<file path="src/hdl/ttrc_pkg.sv">
// Shared constants for the three-term recurrence checksum.
// Used by ttrc_term and three_term_recurrence_checksum. No dependencies.
`timescale 1ns / 1ps

package ttrc_pkg;

  localparam int unsigned BYTE_W = 8;
  localparam int unsigned TERM_W = 16;
  localparam int unsigned PROD_W = 25;   // 9-bit factor times 16-bit term
  localparam int unsigned SUB_W  = 24;   // 8-bit beta times 16-bit term
  localparam int unsigned SUM_W  = 26;   // biased difference before the fold

  localparam logic [BYTE_W-1:0] FIRST_OFFSET = 8'd7;
  localparam logic [BYTE_W-1:0] ALPHA_MUL    = 8'd17;
  localparam logic [BYTE_W-1:0] BETA_MUL     = 8'd31;
  localparam logic [TERM_W-1:0] TERM_MOD     = 16'hFFFF;
  localparam logic [TERM_W-1:0] TERM_RESET   = 16'd1;
  // 256 * 65535: a multiple of the modulus that covers the largest subtrahend
  localparam logic [SUM_W-1:0]  DIFF_BIAS    = 26'd16776960;

endpackage

</file>
<file path="src/hdl/ttrc_term.sv">
// Next-term datapath of the recurrence: two small multiplies and a mod-65535 fold.
// Combinational. Depends on ttrc_pkg.
`timescale 1ns / 1ps

module ttrc_term
  import ttrc_pkg::*;
(
  input  logic [BYTE_W-1:0] data_byte,
  input  logic [BYTE_W-1:0] position,
  input  logic [TERM_W-1:0] cur_term,
  input  logic [TERM_W-1:0] prev_term,
  output logic [TERM_W-1:0] next_term
);

  logic [BYTE_W-1:0] alpha;
  logic [BYTE_W-1:0] beta;
  logic [8:0]        factor;
  logic [PROD_W-1:0] prod;
  logic [SUB_W-1:0]  sub;
  logic              neg;
  logic [SUM_W-1:0]  diff;
  logic [16:0]       fold;

  always_comb begin
    // mod 256 is just the low byte of the product
    alpha  = BYTE_W'(position * ALPHA_MUL);
    beta   = BYTE_W'(position * BETA_MUL);
    factor = {1'b0, data_byte} + {1'b0, alpha};
    prod   = PROD_W'(factor) * PROD_W'(cur_term);
    sub    = SUB_W'(beta) * SUB_W'(prev_term);
    // a negative difference wraps through 2^64, and 2^64 = 1 mod 65535
    neg    = prod < PROD_W'(sub);
    diff   = SUM_W'(prod) + DIFF_BIAS - SUM_W'(sub) + SUM_W'(neg);
    // 65536 = 1 mod 65535: add high part to low part, then one correction
    fold   = 17'(diff[SUM_W-1:16]) + 17'(diff[15:0]);
    if (fold >= 17'(TERM_MOD)) begin
      fold = fold - 17'(TERM_MOD);
    end
    next_term = fold[TERM_W-1:0];
  end

endmodule

</file>
<file path="src/hdl/three_term_recurrence_checksum.sv">
// Three-term recurrence checksum, top level: input register, term update, output register.
// Depends on ttrc_pkg and ttrc_term.
`timescale 1ns / 1ps

// One message byte per input beat, tlast on the final byte. Each byte is
// registered, then the next recurrence term is formed in the following cycle
// from the stored terms; on the final byte the checksum goes to the output
// register and the term state returns to its reset values, so the next beat
// starts a new message. A new byte is taken every cycle; a final byte passes
// through the input register, then the output register. The term update (two
// narrow multiplies and a mod-65535 fold) sets the clock limit. Output
// backpressure stalls input only when a checksum is waiting to leave.
module three_term_recurrence_checksum
  import ttrc_pkg::*;
(
  input  logic        clk,
  input  logic        rst_n,
  input  logic        in_tvalid,
  output logic        in_tready,
  input  logic [7:0]  in_tdata,    // [7:0] data_byte
  input  logic        in_tlast,    // last_byte
  output logic        out_tvalid,
  input  logic        out_tready,
  output logic [15:0] out_tdata    // [15:0] checksum
);

  logic              s1_valid_r, s1_valid_nxt;
  logic [BYTE_W-1:0] s1_byte_r;
  logic              s1_last_r;
  logic              out_valid_r, out_valid_nxt;
  logic [TERM_W-1:0] out_sum_r, out_sum_nxt;
  logic [TERM_W-1:0] prev_r, prev_nxt;
  logic [TERM_W-1:0] cur_r, cur_nxt;
  logic [BYTE_W-1:0] pos_r, pos_nxt;
  logic              started_r, started_nxt;
  logic [TERM_W-1:0] term_calc;
  logic [TERM_W-1:0] term_new;
  logic              s1_adv;
  logic              in_acc;

  ttrc_term u_term (
    .data_byte (s1_byte_r),
    .position  (pos_r),
    .cur_term  (cur_r),
    .prev_term (prev_r),
    .next_term (term_calc)
  );

  always_comb begin
    // a registered byte moves on unless it carries a checksum that cannot land
    s1_adv    = s1_valid_r && (!s1_last_r || !out_valid_r || out_tready);
    in_tready = !s1_valid_r || s1_adv;
    in_acc    = in_tvalid && in_tready;

    term_new = started_r ? term_calc : TERM_W'({1'b0, s1_byte_r} + {1'b0, FIRST_OFFSET});

    s1_valid_nxt = in_acc || (s1_valid_r && !s1_adv);

    prev_nxt    = prev_r;
    cur_nxt     = cur_r;
    pos_nxt     = pos_r;
    started_nxt = started_r;
    if (s1_adv) begin
      if (s1_last_r) begin
        prev_nxt    = TERM_RESET;
        cur_nxt     = TERM_RESET;
        pos_nxt     = '0;
        started_nxt = 1'b0;
      end else begin
        prev_nxt    = started_r ? cur_r : TERM_RESET;
        cur_nxt     = term_new;
        pos_nxt     = pos_r + 1'b1;
        started_nxt = 1'b1;
      end
    end

    out_valid_nxt = out_valid_r && !out_tready;
    out_sum_nxt   = out_sum_r;
    if (s1_adv && s1_last_r) begin
      out_valid_nxt = 1'b1;
      out_sum_nxt   = term_new;
    end
  end

  always_ff @(posedge clk) begin
    if (!rst_n) begin
      s1_valid_r  <= 1'b0;
      out_valid_r <= 1'b0;
      prev_r      <= TERM_RESET;
      cur_r       <= TERM_RESET;
      pos_r       <= '0;
      started_r   <= 1'b0;
    end else begin
      s1_valid_r  <= s1_valid_nxt;
      out_valid_r <= out_valid_nxt;
      prev_r      <= prev_nxt;
      cur_r       <= cur_nxt;
      pos_r       <= pos_nxt;
      started_r   <= started_nxt;
    end
  end

  // payload registers
  always_ff @(posedge clk) begin
    if (in_acc) begin
      s1_byte_r <= in_tdata;
      s1_last_r <= in_tlast;
    end
    out_sum_r <= out_sum_nxt;
  end

  assign out_tvalid = out_valid_r;
  assign out_tdata  = out_sum_r;

endmodule

</file>
<file path="config.mk">
export PLATFORM = sky130hd
export DESIGN_NAME = three_term_recurrence_checksum
export DESIGN_NICKNAME = d
export VERILOG_FILES = /design/src/hdl/ttrc_pkg.sv /design/src/hdl/ttrc_term.sv /design/src/hdl/three_term_recurrence_checksum.sv
export SDC_FILE = /design/constraint.sdc
export NUM_CORES = 1
export LEC_CHECK = 0
export BUFFER_PORTS_ARGS = -buffer_cell sky130_fd_sc_hd__clkbuf_2
export CORE_ASPECT_RATIO = 0.9
export CORE_MARGIN = 5
export CORE_UTILIZATION = 57
export DETAILED_ROUTE_END_ITERATION = 10
export HOLD_SLACK_MARGIN = 0.03
export PLACE_DENSITY = 0.76
export SYNTH_ARGS = -nofsm -noshare
export SYNTH_HDL_FRONTEND = slang
export SYNTH_SLANG_ARGS = --single-unit
</file>
<file path="constraint.sdc">
create_clock -name clk -period 30.5 [get_ports clk]
set_clock_uncertainty 0.1 [all_clocks]
set_input_delay 3.05 -clock clk [delete_from_list [all_inputs] [get_ports clk]]
set_output_delay 3.05 -clock clk [all_outputs]
set_load 0.01 [all_outputs]
</file>
Word level (Yosys, flattened, before mapping)
Index checks and enable logic that the tools add are counted.

$add $sub $neg: 8. Multipliers: 4. $lt $le $gt $ge: 2. Muxes and demuxes: 8. Reductions and logical operators: 14.

Operators with widths (number): 2-to-1 mux 16 bit (5); adder 25 x 24 -> 26 bit, second input constant (1); adder 26 x 1 -> 26 bit (1); subtractor 26 x 24 -> 26 bit (1); less-than comparator 25 x 24 -> 1 bit (1); multiplier 9 x 16 -> 25 bit (1); multiplier 8 x 16 -> 24 bit (1); adder 10 x 16 -> 17 bit (1); greater-or-equal comparator 17 x 16 -> 1 bit, second input constant (1); multiplier 8 x 5 -> 8 bit, second input constant (2); subtractor 16 bit, second input constant (1); adder 8 x 3 -> 9 bit, second input constant (1); adder 8 x 8 -> 9 bit (1); adder 8 x 1 -> 8 bit, second input constant (1); 2-to-1 mux 8 bit (1); logical AND 1 bit (5); logical NOT 1 bit (5); logical OR 1 bit (4); 2-to-1 mux 1 bit (2).

Flip-flop bits (word level): 68. Input bits: 13. Output and inout port bits: 18.

Depth between registers and ports, before layout
Depth after elaboration: 11. Mapped depth: 61. Mapped depth without buffers: 60.

Cells and area by module
Synthesis repeated with hierarchy kept, for this count alone.

Cells, all modules: 1787. Area total of the unflattened synthesis: 15252.1 sq um.

Modules (own cells, without submodules): ttrc_term (instances 1, cells each 1528, area each 12495.7 sq um); three_term_recurrence_checksum (instances 1, cells each 259, area each 2756.4 sq um).

Worst setup path after synthesis
Ideal clock, no wire load.

Path type: flip-flop to flip-flop. From: register pos_r[1]. To: register out_sum_r[13], in the netlist out_tdata[13] (data pin). Arrival: 13395 ps. Required time: 30144 ps. Path slack: 16750 ps. Stages on the path, launching flop included: 59. Buffers on the path: 1. Clock period less this slack: 13750 ps. Path through: dfxtp_1 > inv_1 > fa_1 > inv_1 > fa_1 > inv_1 > fa_1 > inv_1 > ha_1 > inv_1 > o21bai_1 > a21oi_1 > xnor2_1 > clkbuf_1 > and2_1 > fa_1 > inv_1 > fa_1 > (+23 left out) > a31oi_1 > or2_2 > a21o_1 > a221o_1 > a31oi_1 > xnor2_1 > ha_1 > o21a_1 > nor2_1 > a21oi_1 > a21o_1 > a21oi_1 > nor2b_1 > a21o_1 > a2111o_1 > or2_1 > or4_4 > and3_2.

Word-level cells in the longest chain between the ends: 10.

Ends and longest elaborated chain: from (decl) (line three_term_recurrence_checksum.sv:34) `logic [BYTE_W-1:0] pos_r, pos_nxt;`; from (signal assigned) (line three_term_recurrence_checksum.sv:98) `pos_r <= pos_nxt;`; multiplier 8 x 5 -> 8 bit (line ttrc_term.sv:26) `alpha = BYTE_W'(position * ALPHA_MUL);`; adder 8 x 8 -> 9 bit (line ttrc_term.sv:28) `factor = {1'b0, data_byte} + {1'b0, alpha};`; multiplier 9 x 16 -> 25 bit (line ttrc_term.sv:29) `prod = PROD_W'(factor) * PROD_W'(cur_term);`; adder 25 x 24 -> 26 bit (line ttrc_term.sv:33) `diff = SUM_W'(prod) + DIFF_BIAS - SUM_W'(sub) + SUM_W'(neg);`; subtractor 26 x 24 -> 26 bit (line ttrc_term.sv:33); adder 26 x 1 -> 26 bit (*) (line ttrc_term.sv:33); adder 10 x 16 -> 17 bit (*) (line ttrc_term.sv:35) `fold = 17'(diff[SUM_W-1:16]) + 17'(diff[15:0]);`; subtractor 16 bit or greater-or-equal comparator 17 x 16 -> 1 bit (tied branches) (line ttrc_term.sv:37, ttrc_term.sv:36); 2-to-1 mux 16 bit (*) (line ttrc_term.sv:36) `if (fold >= 17'(TERM_MOD)) begin`; 2-to-1 mux 16 bit (*) (line three_term_recurrence_checksum.sv:55) `term_new = started_r ? term_calc : TERM_W'({1'b0, s1_byte_r} + {1'b0, FIRST_OFFSET});`; via term_new[13] (line three_term_recurrence_checksum.sv:37) `logic [TERM_W-1:0] term_new;`; to (signal assigned) (line three_term_recurrence_checksum.sv:109) `out_sum_r <= out_sum_nxt;`; to (decl) (line three_term_recurrence_checksum.sv:31) `logic [TERM_W-1:0] out_sum_r, out_sum_nxt;`.

The timed path passes the listed nets; every way through them passes the cells marked *. A chain may end at the register's enable or synchronous reset.

Worst setup path in the final report
From: register pos_r[1]. To: register out_sum_r[8], in the netlist out_tdata[8] (data pin).

The elaborated chain is that of the path after synthesis.

==> results.py <==
metrics = {
    "cells_and_area": {
        "drive_gt1_share_pct": 4.506,
        "stdcell_count": 2051,
        "final_cell_area_um2": 15570,
        "fillers": 2229,
        "design.final.nets": 2106,
        "final_cell_mix": "inv_1 (315), fa_1 (201), ha_1 (188)",
        "num_antenna_cells": 0,
        "register_area_um2": 1612,
        "multi_input_area_um2": 11770,
        "final_common_cell": "inv_1",
        "area_growth_pct": 5.575,
    },
    "clock_tree": {
        "cts_tree": "yes",
        "cts_resized": 0,
        "post_cts_buffers": 0,
        "worstSkewPairLatency_ps": 350,
        "htreeDepth": 3,
        "numCtsBuffers": 9,
        "cts.sink_count": 68,
        "clockRootBuffer": "clkbuf_16",
        "postCtsHoldBufs": 0,
        "clk_pin_slew_ps": 70,
        "clk_path_buf_depth": 2,
    },
    "yosys": {
        "ys_types": 72,
        "ys.flop_type": "dfxtp_1",
        "yosysWarnings": 0,
        "synthArstFlopShare_pct": 0,
        "synth_edf_count": 25,
        "postSynthRegisterBits": 68,
        "netlist_area_um2": 14750,
        "syn_avg_cell_area_um2": 8.684,
        "yosysSeqAreaShare_pct": 10.93,
        "synth_fp_nets": 2100,
        "synthesis.instances": 1698,
    },
    "timing": {
        "slew_violations": 0,
        "tns_ps": 0,
        "finalSetupViolations": 0,
        "rsz0062_at_grt": "no",
        "finalCritPeriodShare_pct": 49.73,
        "hold_violations": 0,
        "relSlewSlack_pct": 31.78,
        "tightest_slew_ps": 1021,
        "clock.fmax_ghz": 0.06593,
        "post-route-min-period_ps": 15170,
    },
    "critical_path": {
        "critical_path_class": "reg -> reg",
        "cpLargestDelayFamily": "adder cells",
        "path_common_cell": "fa_1",
        "rr_endpoint": "out_tdata[8]",
        "start_kind": "register",
        "max_stage_delay_ps": 620,
        "r2r-start": "pos_r[1]",
        "path_buf_inv": 8,
        "r2r_slack_ps": 15330,
        "end_kind": "register",
        "cp.arrival_ps": 15150,
        "slowest_stage": "o31ai_1",
        "critPathRequiredTime_ps": 30480,
        "reg2regPathDepth": 58,
        "crit_start": "pos_r[1]",
        "critPathMaxFanout": 16,
    },
    "route": {
        "wl_per_cell_um": 18.01,
        "drt_iter0_drc": 731,
        "antenna_left": 0,
        "drc": 0,
        "drtPass1Iterations": 7,
        "finalWirelength_um": 36940,
        "viasPerCell": 5.721,
        "vias": 11733,
    },
    "grt": {
        "antenna_found_initial": 0,
        "grt_overflow": 0,
        "grt_pass1_wl_um": 61760,
        "grt_pass1_vias": 12098,
        "track_usage_pct": 26.05,
        "grt_max_degree": 33,
    },
    "floorplan": {
        "core_area_um2": 25320,
        "die_w_um": 179.5,
        "io_pins": 31,
        "rows": 55,
        "die_y_um": 162.6,
        "die-area_um2": 29190,
        "start_util_pct": 58.23,
    },
    "run": {
        "maxCapViolations": 0,
    },
    "worst_hold_path": {
        "min_to": "started_r",
        "worst_hold_startpoint": "started_r",
        "worstHoldPathCells": 2,
        "hold_path.class": "reg -> reg",
    },
    "place": {
        "placedInstanceArea_um2": 15240,
        "portBuffers": 30,
        "place_inst": 2035,
        "place_hpwl_um": 30020,
        "place_congestion": 0.9340,
    },
    "status": {
        "outcome": "completed",
    },
}
[worst max-delay path by stage]
stage | end | cells after the start
2_1_floorplan | out_tdata[13] | 58
3_3_place_gp | out_tdata[13] | 57
3_5_place_dp | out_tdata[8] | 58
4_1_cts | out_tdata[8] | 58
5_1_grt | out_tdata[8] | 57
6_report | out_tdata[8] | 58
[stage by stage]
step | hold slack, ps | setup slack [ps] | utilization, %
6_report | 384.5 | 15330 | 61.47
4_1_cts | 389.2 | 15560 | 61.47
2_1_floorplan | 377.9 | 16750 | -
5_1_grt | 433.2 | 14370 | 61.47
3_3_place_gp | 353.0 | 16020 | 60.20
3_5_place_dp | 374.6 | 15710 | 60.20
[cells by family after synthesis]
kind of cell    share of synthesized area [%]
mux                                    0.5431
buf+inv                                 9.266
flops                                   10.93
compound gates                          11.63
xor+xnor                                6.356
fa+ha+maj                               43.24
simple gates                            18.03
[state kept, by name, summed over array words and instances (netlist names)]
| name | count |
|---|---|
| s1_last_r | 1 |
| pos_r | 8 |
| s1_valid_r | 1 |
| s1_byte_r | 8 |
| started_r | 1 |
| prev_r | 16 |
| cur_r | 16 |
| out_tvalid | 1 |
| out_tdata | 16 |
[worst register-to-register path: cells and delay by family, from the launching register on]
family                     cells  cell delay, ps
AOI/OAI and AO/OA             21            4680
xor gates and xnor gates       5            1120
adders and majority gates     13            5570
buffers and inverters          8             640
DFF                            1             560
muxes                          1             160
and+or+nand+nor               10            2030
[synthesized netlist by cell type (all sizes together), types with 9 or more instances]
| cell type | n | share of area, % |
|---|---|---|
| a21o | 25 | 1.3 |
| a21oi | 60 | 2.0 |
| a22oi | 16 | 0.81 |
| a31oi | 9 | 0.38 |
| and2 | 139 | 5.9 |
| and3 | 12 | 0.53 |
| clkbuf | 48 | 1.2 |
| dfxtp | 43 | 5.8 |
| edfxtp | 25 | 5.1 |
| fa | 201 | 27 |
| ha | 188 | 16 |
| inv | 315 | 8.0 |
| nand2 | 168 | 4.3 |
| nand2b | 21 | 0.89 |
| nand3 | 16 | 0.54 |
| nor2 | 57 | 1.5 |
| nor2b | 54 | 2.3 |
| nor3 | 19 | 0.64 |
| o21a | 15 | 0.76 |
| o21ai | 34 | 1.2 |
| o21bai | 12 | 0.61 |
| xnor2 | 65 | 3.9 |
| xor2 | 42 | 2.5 |
[layer usage]
metal,wire [um],global-route usage (%),vias up
li1,-,-,5428
met2,16790,42.61,439
met4,1281,8.726,0
met1,16050,35.82,5779
met5,0,0,-
met3,2815,3.930,87
[area by class of cell]
class,count,area share (%)
clock inverter,7,0.6269
inverter,315,7.595
sequential,68,10.35
clock buffer,9,1.447
multi-input combinational,1266,75.59
timing repair buffer,44,1.640
tap,342,2.749
Power is not shown: default switching activity piles up to over one toggle a cycle in this logic, so the estimate is an artifact.
